**src/sv/flv_cls_pkg.sv**
```systemverilog
// ----------------------------------------------------------------------------
// flv_cls_pkg
// Shared types and constants for the FLV media tag classifier.
// ----------------------------------------------------------------------------
package flv_cls_pkg;

  // tag type codes
  localparam logic [7:0] TAG_AUDIO = 8'd8;
  localparam logic [7:0] TAG_VIDEO = 8'd9;

  // configuration register indexes
  localparam int unsigned CFG_IDX_W = 2;
  localparam logic [CFG_IDX_W-1:0] CFG_RUN_GAP    = 2'd0;
  localparam logic [CFG_IDX_W-1:0] CFG_VIDEO_MASK = 2'd1;
  localparam logic [CFG_IDX_W-1:0] CFG_AUDIO_MASK = 2'd2;
  localparam int unsigned CFG_DATA_W = 32;

  // configuration reset values
  localparam logic [31:0] RUN_GAP_RST    = 32'd1000;
  localparam logic [15:0] VIDEO_MASK_RST = 16'h1080;
  localparam logic [15:0] AUDIO_MASK_RST = 16'h0400;

  // stream slots
  localparam int unsigned STREAMS   = 2;
  localparam logic        STRM_VIDEO = 1'b0;
  localparam logic        STRM_AUDIO = 1'b1;

  // media header sizes and packet-type byte for a media packet
  localparam logic [2:0] HDR_AUDIO  = 3'd2;
  localparam logic [2:0] HDR_VIDEO  = 3'd5;
  localparam logic [7:0] PKT_MEDIA  = 8'd1;
  localparam logic [3:0] FRAME_KEY  = 4'd1;

  // wrap offset kept as a count of 2^32 steps; ceiling is 2^63 - 2^33
  localparam int unsigned WRAP_W    = 31;
  localparam logic [WRAP_W-1:0] WRAP_CEIL = 31'h7FFF_FFFE;
  localparam int unsigned TS_W      = 63;
  localparam logic [31:0] RUN_MAX   = 32'hFFFF_FFFF;

  // classification of one tag header
  typedef struct packed {
    logic        ok;
    logic        video;
    logic        key;
    logic [2:0]  hsize;
    logic [23:0] cts;
  } cls_t;

  // timeline result for one accepted packet
  typedef struct packed {
    logic [TS_W-1:0] ts;
    logic [31:0]     run;
    logic            opened;
  } tl_res_t;

endpackage

```
**src/sv/flv_cls_decode.sv**
```systemverilog
// ----------------------------------------------------------------------------
// flv_cls_decode
// Classifies a tag header against the codec masks and the packet-type byte.
// ----------------------------------------------------------------------------
module flv_cls_decode (
  input  logic [7:0]          tag_type,
  input  logic [23:0]         tag_size,
  input  logic [39:0]         media_head,
  input  logic [15:0]         video_codec_mask,
  input  logic [15:0]         audio_format_mask,
  output flv_cls_pkg::cls_t   cls
);

  logic [7:0]  b0;
  logic [7:0]  b1;
  logic        is_vid;
  logic        is_aud;
  logic        vid_ok;
  logic        aud_ok;

  assign b0 = media_head[39:32];
  assign b1 = media_head[31:24];
  assign is_vid = (tag_type == flv_cls_pkg::TAG_VIDEO);
  assign is_aud = (tag_type == flv_cls_pkg::TAG_AUDIO);

  // codec / format supported, header fits, packet is a media packet
  assign vid_ok = is_vid && video_codec_mask[b0[3:0]] && (tag_size >= 24'd5)
                  && (b1 == flv_cls_pkg::PKT_MEDIA);
  assign aud_ok = is_aud && audio_format_mask[b0[7:4]] && (tag_size >= 24'd2)
                  && (b1 == flv_cls_pkg::PKT_MEDIA);

  // rejected tags give all-zero fields
  always_comb begin
    cls = '0;
    if (vid_ok) begin
      cls.ok    = 1'b1;
      cls.video = 1'b1;
      cls.key   = (b0[7:4] == flv_cls_pkg::FRAME_KEY);
      cls.hsize = flv_cls_pkg::HDR_VIDEO;
      cls.cts   = media_head[23:0];
    end else if (aud_ok) begin
      cls.ok    = 1'b1;
      cls.hsize = flv_cls_pkg::HDR_AUDIO;
    end
  end

endmodule

```
**src/sv/flv_cls_timeline.sv**
```systemverilog
// ----------------------------------------------------------------------------
// flv_cls_timeline
// Per-stream timestamp extension across 32-bit wraps and run tracking.
// ----------------------------------------------------------------------------
module flv_cls_timeline (
  input  logic                  clk,
  input  logic                  rst_n,
  input  logic                  upd,
  input  logic                  strm,
  input  logic [31:0]           raw,
  input  logic [31:0]           gap_ms,
  output flv_cls_pkg::tl_res_t  res
);

  localparam int unsigned TS_W   = flv_cls_pkg::TS_W;
  localparam int unsigned WRAP_W = flv_cls_pkg::WRAP_W;
  localparam int unsigned NS     = flv_cls_pkg::STREAMS;

  // per-stream state
  logic [TS_W-1:0]   last_time_r [NS];
  logic [WRAP_W-1:0] wrap_k_r    [NS];
  logic [31:0]       run_r       [NS];
  logic              seen_r      [NS];
  logic              started_r   [NS];

  logic [TS_W-1:0]   lt;
  logic [WRAP_W-1:0] k;
  logic [TS_W-1:0]   ts0;
  logic [63:0]       lt64;
  logic              back;
  logic              wrap_ok;
  logic [WRAP_W-1:0] k_nxt;
  logic [31:0]       run_nxt;

  assign lt   = last_time_r[strm];
  assign k    = wrap_k_r[strm];
  assign ts0  = {k, raw};
  assign lt64 = {1'b0, lt};

  // backward jump beyond the gap, and whether it looks like a 32-bit wrap
  assign back = seen_r[strm] &&
                (({1'b0, ts0} + {32'd0, gap_ms}) < lt64);
  assign wrap_ok = ({31'd0, {1'b0, raw} + 33'h0_8000_0000} < lt64) &&
                   (({1'b0, ts0} + 64'h1_0000_0000 + {32'd0, gap_ms}) >= lt64) &&
                   (k < flv_cls_pkg::WRAP_CEIL);

  always_comb begin
    k_nxt      = k;
    run_nxt    = run_r[strm];
    res.opened = 1'b0;
    if (back) begin
      if (wrap_ok) begin
        k_nxt = k + 31'd1;
      end else begin
        k_nxt = '0;
        if (run_r[strm] != flv_cls_pkg::RUN_MAX) begin
          run_nxt = run_r[strm] + 32'd1;
        end
        res.opened = 1'b1;
      end
    end
    // first packet of the stream opens run zero
    if (!started_r[strm]) begin
      run_nxt    = '0;
      res.opened = 1'b1;
    end
    res.ts  = {k_nxt, raw};
    res.run = run_nxt;
  end

  // control state
  always_ff @(posedge clk) begin
    if (!rst_n) begin
      for (int i = 0; i < NS; i++) begin
        wrap_k_r[i]  <= '0;
        run_r[i]     <= '0;
        seen_r[i]    <= 1'b0;
        started_r[i] <= 1'b0;
      end
    end else if (upd) begin
      wrap_k_r[strm]  <= k_nxt;
      run_r[strm]     <= run_nxt;
      seen_r[strm]    <= 1'b1;
      started_r[strm] <= 1'b1;
    end
  end

  // last timestamp, only read once seen
  always_ff @(posedge clk) begin
    if (upd) begin
      last_time_r[strm] <= res.ts;
    end
  end

endmodule

```
**src/sv/flv_media_tag_classifier.sv**
```systemverilog
// ----------------------------------------------------------------------------
// flv_media_tag_classifier
// Classifies FLV tag headers and extends media timestamps per stream.
// ----------------------------------------------------------------------------
// Usage:
//   Input channel (in_valid/in_ready) takes one tag header request per cycle while in_ready is high.
//   Output channel (out_valid/out_ready) gives one descriptor per request,
//   in order; a rejected tag gives accepted = 0 with all other fields zero.
//   Configuration writes (cfg_we, cfg_index, cfg_wdata) take effect at once,
//   user-issued only while no request is in flight; not enforced by the block.
// Pipeline: input register, then the result register, which drives the
//   output. Throughput: 1 request per cycle while out_ready stays high;
//   the per-stream timeline state is read and written in the same cycle,
//   so consecutive requests of one stream follow without a bubble.
// Reset: synchronous active-low rst_n clears both pipeline valids, the
//   configuration registers to their defaults and all stream run state.
// Stall: when out_ready is low the result register holds; the input
//   register still takes one more request, after which in_ready drops.
// ----------------------------------------------------------------------------
module flv_media_tag_classifier (
  input  logic        clk,
  input  logic        rst_n,
  // configuration
  input  logic                                 cfg_we,
  input  logic [flv_cls_pkg::CFG_IDX_W-1:0]    cfg_index,
  input  logic [flv_cls_pkg::CFG_DATA_W-1:0]   cfg_wdata,
  // input channel
  input  logic        in_valid,
  output logic        in_ready,
  input  logic [7:0]  in_tag_type,
  input  logic [23:0] in_data_size,
  input  logic [31:0] in_raw_timestamp,
  input  logic [39:0] in_media_head,
  // output channel
  output logic        out_valid,
  input  logic        out_ready,
  output logic        out_accepted,
  output logic        out_is_video,
  output logic        out_keyframe,
  output logic [62:0] out_timestamp_ms,
  output logic signed [23:0] out_composition_ms,
  output logic [31:0] out_run_index,
  output logic        out_new_run,
  output logic [23:0] out_payload_size,
  output logic [2:0]  out_media_header_size
);

  // configuration registers
  logic [31:0] run_gap_r;
  logic [15:0] video_mask_r;
  logic [15:0] audio_mask_r;

  always_ff @(posedge clk) begin
    if (!rst_n) begin
      run_gap_r    <= flv_cls_pkg::RUN_GAP_RST;
      video_mask_r <= flv_cls_pkg::VIDEO_MASK_RST;
      audio_mask_r <= flv_cls_pkg::AUDIO_MASK_RST;
    end else if (cfg_we) begin
      unique case (cfg_index)
        flv_cls_pkg::CFG_RUN_GAP:    run_gap_r    <= cfg_wdata;
        flv_cls_pkg::CFG_VIDEO_MASK: video_mask_r <= cfg_wdata[15:0];
        flv_cls_pkg::CFG_AUDIO_MASK: audio_mask_r <= cfg_wdata[15:0];
        default: ;
      endcase
    end
  end

  // pipeline handshake
  logic s1_valid_r;
  logic s1_valid_nxt;
  logic out_valid_r;
  logic out_valid_nxt;
  logic advance;
  logic in_fire;
  logic s1_fire;

  assign advance  = !out_valid_r || out_ready;
  assign in_ready = !s1_valid_r || advance;
  assign in_fire  = in_valid && in_ready;
  assign s1_fire  = s1_valid_r && advance;

  always_comb begin
    s1_valid_nxt  = in_fire ? 1'b1 : (s1_fire ? 1'b0 : s1_valid_r);
    out_valid_nxt = advance ? s1_valid_r : out_valid_r;
  end

  always_ff @(posedge clk) begin
    if (!rst_n) begin
      s1_valid_r  <= 1'b0;
      out_valid_r <= 1'b0;
    end else begin
      s1_valid_r  <= s1_valid_nxt;
      out_valid_r <= out_valid_nxt;
    end
  end

  // input register
  logic [7:0]  tag_type_r;
  logic [23:0] tag_size_r;
  logic [31:0] raw_ts_r;
  logic [39:0] media_head_r;

  always_ff @(posedge clk) begin
    if (in_fire) begin
      tag_type_r   <= in_tag_type;
      tag_size_r   <= in_data_size;
      raw_ts_r     <= in_raw_timestamp;
      media_head_r <= in_media_head;
    end
  end

  // classification
  flv_cls_pkg::cls_t cls;

  flv_cls_decode u_decode (
    .tag_type          (tag_type_r),
    .tag_size          (tag_size_r),
    .media_head        (media_head_r),
    .video_codec_mask  (video_mask_r),
    .audio_format_mask (audio_mask_r),
    .cls               (cls)
  );

  // per-stream timeline
  flv_cls_pkg::tl_res_t tl;
  logic strm;

  assign strm = cls.video ? flv_cls_pkg::STRM_VIDEO : flv_cls_pkg::STRM_AUDIO;

  flv_cls_timeline u_timeline (
    .clk        (clk),
    .rst_n      (rst_n),
    .upd        (s1_fire && cls.ok),
    .strm       (strm),
    .raw        (raw_ts_r),
    .gap_ms     (run_gap_r),
    .res        (tl)
  );

  // result register
  logic        acc_r;
  logic        vid_r;
  logic        key_r;
  logic [62:0] ts_r;
  logic [23:0] cts_r;
  logic [31:0] run_r;
  logic        opened_r;
  logic [23:0] psize_r;
  logic [2:0]  hsize_r;

  always_ff @(posedge clk) begin
    if (s1_fire) begin
      acc_r    <= cls.ok;
      vid_r    <= cls.video;
      key_r    <= cls.key;
      cts_r    <= cls.cts;
      hsize_r  <= cls.hsize;
      ts_r     <= cls.ok ? tl.ts : '0;
      run_r    <= cls.ok ? tl.run : '0;
      opened_r <= cls.ok && tl.opened;
      psize_r  <= cls.ok ? (tag_size_r - {21'd0, cls.hsize}) : '0;
    end
  end

  assign out_valid             = out_valid_r;
  assign out_accepted          = acc_r;
  assign out_is_video          = vid_r;
  assign out_keyframe          = key_r;
  assign out_timestamp_ms      = ts_r;
  assign out_composition_ms    = cts_r;
  assign out_run_index         = run_r;
  assign out_new_run           = opened_r;
  assign out_payload_size      = psize_r;
  assign out_media_header_size = hsize_r;

endmodule

```
**config.mk**
```make
export PLATFORM = sky130hd
export DESIGN_NAME = flv_media_tag_classifier
export DESIGN_NICKNAME = d
export VERILOG_FILES = /design/src/sv/flv_cls_pkg.sv /design/src/sv/flv_cls_decode.sv /design/src/sv/flv_cls_timeline.sv /design/src/sv/flv_media_tag_classifier.sv
export SDC_FILE = /design/constraint.sdc
export NUM_CORES = 1
export LEC_CHECK = 0
export BUFFER_PORTS_ARGS = -buffer_cell sky130_fd_sc_hd__clkbuf_2
export CORE_MARGIN = 2
export CORE_UTILIZATION = 38
export CTS_CLUSTER_SIZE = 25
export DETAILED_ROUTE_END_ITERATION = 10
export SKIP_CTS_REPAIR_TIMING = 1
export SKIP_LAST_GASP = 1
export SYNTH_ARGS = -nofsm -noshare
export SYNTH_HDL_FRONTEND = slang
export SYNTH_SLANG_ARGS = --single-unit
```
**constraint.sdc**
```tcl
create_clock -name clk -period 21.8 [get_ports clk]
set_clock_uncertainty 0.2 [all_clocks]
set_input_delay 4.36 -clock clk [delete_from_list [all_inputs] [get_ports clk]]
set_output_delay 4.36 -clock clk [all_outputs]
set_load 0.01 [all_outputs]
```
* Yosys cells after proc, flatten, opt, wreduce, memory -nomap -nowiden *
Memory sizes are Yosys's and may differ from the RTL's.
Index checks and enable logic that the tools add are counted.

operators by class
  add/sub/neg operators = 7
  eq/ne operators = 7
  muxes and demuxes = 38
  reduce and logical (&&, ||, !) cells = 26
  order comparisons = 8

operator list
  kind                    count
  $mux 32                 5
  $mux 31                 3
  $add 63x32->64          1
  $add 63x33->64 const B  1
  $add 64x32->64          1
  $ge 64x63->1            1
  $lt 64x63->1            1
  $lt 33x63->1            1
  $add 32x32->33 const B  1
  $add 32x1->32 const B   1
  $ne 32x32->1 const B    1
  $reduce_or 32->1        1
  $add 31x1->31 const B   1
  $lt 31x31->1 const B    1
  $reduce_or 31->1        1
  $mux 1                  25
  $ge 24x2->1 const B     1
  $ge 24x3->1 const B     1
  $sub 24x3->24           1
  $eq 8x4->1 const B      2
  $logic_and 1x1->1       13
  $lt 4x5->1 const B      2
  $bmux 1 s4              2
  $eq 8x1->1 const B      1
  11 further kinds        17

storage, ports and cells
  output and inout bits = 152
  register bits after elaboration = 320
  memories kept = 5
  bits of input ports = 143
  logic and storage cells = 109
  memory bits (writable) = 256

memory list
  name                    depth  width  read ports  clocked after memory_dff  write ports  line                    text
  u_timeline.last_time_r  2      63     1           0                         1            flv_cls_timeline.sv:20  logic [TS_W-1:0] last_time_r [NS];
  u_timeline.run_r        2      32     1           0                         2            flv_cls_timeline.sv:22  logic [31:0] run_r [NS];
  u_timeline.wrap_k_r     2      31     1           0                         2            flv_cls_timeline.sv:21  logic [WRAP_W-1:0] wrap_k_r [NS];
  u_timeline.seen_r       2      1      1           0                         2            flv_cls_timeline.sv:23  logic seen_r [NS];
  u_timeline.started_r    2      1      1           0                         2            flv_cls_timeline.sv:24  logic started_r [NS];

* Logic depth before layout (Yosys ltp) *
An unclocked memory read counts as a cell.

  depth after elaboration = 17
  gate-level depth with buffers = 33
  mapped depth without buffers = 26

* Hierarchy *
From an unflattened synthesis, not the netlist that was laid out.

second synthesis, totals
  cells, all modules = 2727
  area, all modules = 31009.7 um^2

by module, submodules not included
  module                    area each (um^2)  cells each  times used  seq. area each (um^2)
  flv_cls_timeline          19044.5           1894        1           7647.3
  flv_media_tag_classifier  11328.4           756         1           8948.6
  flv_cls_decode            636.9             77          1           0.0

* Worst setup path after synthesis *
Ideal clock, no wire load.

  path kind = input to register
  from = in out_ready
  to = mem u_timeline.run_r[0][0] (enable)
  buffers on the path = 1
  cell stages on the path = 5
  arrival time = 15.272 ns
  library setup time = 0.430 ns
  path slack = 5.898 ns
  required time = 21.170 ns
  cells stage by stage = nor2b_1 nor2b_1 and2_1 clkbuf_1 nand2b_1

RTL lines
  item             line                            text
  start, declared  flv_media_tag_classifier.sv:36  input logic out_ready,
  end, declared    flv_cls_timeline.sv:22

* Worst setup path after layout *
  from = in out_ready
  to = out in_ready

between the ends
  word-level cells in the longest chain between the ends = 2

ends and longest elaborated chain
  item              line                            text
  $logic_or 1x1->1  flv_media_tag_classifier.sv:77  assign advance = !out_valid_r || out_ready;
  $logic_or 1x1->1  flv_media_tag_classifier.sv:78  assign in_ready = !s1_valid_r || advance;
  end, declared     flv_media_tag_classifier.sv:29  output logic in_ready,

Every way passes these cells.

==> impl_metrics.py <==
metrics = {
    "global_routing": {
        "grt_remaining_overflow": 0,
        "number_of_global_route_vias_before_repair": 21600,
        "grt_first_pass_wirelength_um": 126000,
        "antenna_found_initial": 0,
        "grt_util_all_layers_pct": 20.6,
        "grt_max_degree": 136,
    },
    "floorplanning": {
        "core-area_mm2": 0.0761,
        "start_util_pct": 38.4,
        "std_cell_rows": 101,
        "io_pins": 295,
        "die_area_mm2": 0.0792,
        "die_height_um": 281,
        "die-width_um": 281,
    },
    "yosys": {
        "synth_top_cell_by_area": "sky130_fd_sc_hd__edfxtp_1",
        "synthesis.yosys.warnings": 0,
        "synth_cell_types": 80,
        "netlist_top_cells_area": "sky130_fd_sc_hd__edfxtp_1, sky130_fd_sc_hd__ha_1, sky130_fd_sc_hd__dfxtp_1",
        "syn_avg_cell_area_um2": 11.5,
        "syn_inst": 2548,
        "synthesis.area_mm2": 0.0292,
        "synth_top_area_share_pct": 51.8,
        "total_of_flip_flops_plus_latches_after_synthesis": 574,
        "synth_edf_count": 504,
        "synth_sequential_area_ratio_pct": 56.6,
        "synth-async-reset-ratio_pct": 0,
        "dominant_register_cell_in_the_synthesized_netlist": "sky130_fd_sc_hd__edfxtp_1",
        "syn-num-nets": 2856,
    },
    "cts": {
        "clock_sink_count": 574,
        "htreeDepth": 3,
        "tritoncts_clock_tree": "done",
        "cts_max_path_buffers": 3,
        "worst_setup_hold_path_clk_slew_ns": 0.05,
        "clk-insertion-delay-late_ns": 0.61,
        "cts_made_buffers": 66,
        "clk_root_buffer_cell": "sky130_fd_sc_hd__clkbuf_16",
    },
    "power": {
        "p_leak_nw": 12.9,
        "vdd.ir_drop.worst_mv": 0.0579,
        "power_density_mw_per_mm2": 74.4,
    },
    "worst_setup_path": {
        "arrival_ns": 5.02,
        "timing.critical_path.cells": "clkbuf_2, nor2b_1, nand2_1, clkbuf_2",
        "timing.critical_path.slowest_stage_cell": "sky130_fd_sc_hd__nor2b_1",
        "crit_buf_inv": 2,
        "reg2reg_from": "tag_size_r[5]",
        "critical-path-top-cell-by-count": "sky130_fd_sc_hd__clkbuf_2",
        "critPathTopFamily": "simple AND/OR/NAND/NOR gates",
        "path_class": "in2out",
        "critical_path.reg2reg.endpoint": "u_timeline.run_r[1][10]",
        "critPathCaptureType": "output pin",
        "worstPathMaxFanout": 4,
        "startpoint_type": "input pin",
        "crit_start": "out_ready",
        "critPathRequiredTime_ns": 17.24,
        "worst_path_largest_cell_delay_ns": 0.31,
        "ff2ff_setup_slack_ns": 13.39,
        "reg2regPathDepth": 25,
    },
    "drt": {
        "vias": 21300,
        "drt.antenna.violating_nets": 0,
        "drt_iter0_drc": 1813,
        "firstDrtPassIters": 6,
        "routed_wire_length_per_instance_um": 21.0,
        "viasPerCell": 5.44,
        "detail_route.drc_violations": 0,
        "routed_wirelength_um": 82400,
    },
    "placed_design": {
        "replace_congestion": 0.916,
        "buffer_ports.inserted": 294,
        "detailed_place_hpwl_um": 59300,
    },
    "timing": {
        "final-setup-viol-count": 0,
        "fmaxAchievable_mhz": 104,
        "rsz0062_at_grt": "no",
        "final.setup.tns_ns": 0,
        "fin_worst_hold_slack_ns": 0.260,
        "slew_viol_final": 0,
        "tightestPinTransition_ns": 1.14,
        "final_hold_viol_count": 0,
        "period_minus_slack_ns": 9.58,
        "max-slew-margin-rel_pct": 22.4,
        "min_period_over_period_pct": 43.9,
    },
    "hold_path": {
        "hold_path_depth": 2,
        "min_delay_worst_endpoint": "audio_mask_r[12]",
        "holdCritStartpoint": "audio_mask_r[12]",
        "worstHoldPathType": "reg2reg",
    },
    "final_layout": {
        "diodes": 0,
        "commonest_non_fill_non_tap_cell_in_the_layout": "sky130_fd_sc_hd__edfxtp_1",
        "layout.nets": 3146,
        "area_growth_pct": 16.3,
        "share_of_post_route_cells_with_drive_strength_above_1_pct": 16.0,
        "layout_common_cells": "sky130_fd_sc_hd__edfxtp_1, sky130_fd_sc_hd__nor2_1, sky130_fd_sc_hd__clkbuf_2, sky130_fd_sc_hd__nand2_1, sky130_fd_sc_hd__ha_1",
    },
    "run": {
        "cap_viol_max_count": 0,
    },
    "outcome": {
        "outcome": "complete, no violations",
    },
}
registers in the layout, indices dropped and copies added, names as in the netlist, 2 cells and up:
| signal | cells |
|---|---|
| u_timeline.last_time_r | 126 |
| u_timeline.run_r | 64 |
| out_timestamp_ms | 63 |
| u_timeline.wrap_k_r | 62 |
| media_head_r | 40 |
| out_run_index | 32 |
| raw_ts_r | 32 |
| run_gap_r | 32 |
| out_composition_ms | 24 |
| out_payload_size | 24 |
| tag_size_r | 24 |
| audio_mask_r | 16 |
| video_mask_r | 16 |
| tag_type_r | 8 |
| out_media_header_size | 2 |
| u_timeline.seen_r | 2 |
| u_timeline.started_r | 2 |
cells by family after synthesis:
kind of cell / share of synthesized area [%]
AO/OA/AOI/OAI: 8.23
adder cells (fa/ha/maj): 7.11
buffers and inverters: 1.90
multiplexers: 5.23
XOR/XNOR: 4.04
flip-flops: 56.6
AND/OR/NAND/NOR: 16.9
report_power, final:
group / switching (W) / internal (W)
Sequential: 0.0000250 / 0.00123
Combinational: 0.000101 / 0.0000639
Clock: 0.000462 / 0.000644
metal layers:
layer / vias to the layer above / GRT usage, % / wire, um
li1: 9982 / - / -
met1: 10500 / 27.9 / 36100
met2: 728 / 33.4 / 38900
met3: 140 / 3.84 / 5130
met4: 0 / 6.72 / 2260
met5: - / 0 / 0
area by class of cell:
cell class,instances,area [um^2]
repair buffers,315,1640
fillers,7187,42100
well taps,1030,1290
flip-flops and latches,574,16500
multi-input cells,1840,12200
clock buffers,91,1830
inverters,41,159
clock inverters,29,343
cell usage after synthesis (52+ instances only):
master,n
sky130_fd_sc_hd__a21boi_0,58
sky130_fd_sc_hd__a21oi_1,83
sky130_fd_sc_hd__clkbuf_1,65
sky130_fd_sc_hd__dfxtp_1,70
sky130_fd_sc_hd__edfxtp_1,504
sky130_fd_sc_hd__ha_1,163
sky130_fd_sc_hd__mux2i_1,128
sky130_fd_sc_hd__nand2_1,276
sky130_fd_sc_hd__nand3_1,77
sky130_fd_sc_hd__nand4_1,76
sky130_fd_sc_hd__nor2_1,311
sky130_fd_sc_hd__nor2b_1,54
sky130_fd_sc_hd__nor3_1,56
sky130_fd_sc_hd__o21ai_0,81
sky130_fd_sc_hd__xnor2_1,83
sky130_fd_sc_hd__xor2_1,52
worst max-delay path by stage:
stage                     slack (ns)                endpoint  cells after the start
final                          12.22                in_ready                      4
after global routing           12.17                in_ready                      4
after CTS                      12.23                in_ready                      4
after detailed placement       12.23                in_ready                      4
after global placement         12.21                in_ready                      4
after floorplan                 5.90  u_timeline.run_r[0][0]                      5
stage by stage:
stage	setup WS (ns)	cells	cell area, um^2	total power [W]	util, %
2_1_floorplan	5.90	2548	29200	0.00138	-
6_report	12.22	3920	34000	0.00253	44.7
5_1_grt	12.17	3920	34000	0.00262	44.7
3_5_place_dp	12.23	3800	31800	0.00144	41.8
3_3_place_gp	12.21	3800	31800	0.00144	41.8
4_1_cts	12.23	3920	34000	0.00256	44.7
worst register-to-register path, stage by stage (launching register included):
cell and delay [ns]:
sky130_fd_sc_hd__edfxtp_1 0.45, sky130_fd_sc_hd__or4_4 0.59, sky130_fd_sc_hd__nor4_4 0.36, sky130_fd_sc_hd__nand4_2 0.27, sky130_fd_sc_hd__and4_4 0.44, sky130_fd_sc_hd__nand2_2 0.17, sky130_fd_sc_hd__nand2_2 0.21, sky130_fd_sc_hd__clkinv_4 0.16
sky130_fd_sc_hd__ha_1 0.15, sky130_fd_sc_hd__inv_1 0.04, sky130_fd_sc_hd__o21bai_1 0.21, sky130_fd_sc_hd__a21boi_0 0.83, sky130_fd_sc_hd__nor2b_1 0.60, sky130_fd_sc_hd__nor2b_1 0.24, sky130_fd_sc_hd__xnor2_1 0.08, sky130_fd_sc_hd__ha_1 0.34
sky130_fd_sc_hd__a21o_1 0.16, sky130_fd_sc_hd__a21oi_1 0.17, sky130_fd_sc_hd__o21ai_0 0.16, sky130_fd_sc_hd__a211o_1 0.36, sky130_fd_sc_hd__a211oi_1 0.34, sky130_fd_sc_hd__a21oi_2 0.14, sky130_fd_sc_hd__a21o_1 0.56, sky130_fd_sc_hd__or4_1 0.67
sky130_fd_sc_hd__a22o_1 0.25, sky130_fd_sc_hd__nor2_1 0.11
(Power assumes the default switching activity.)
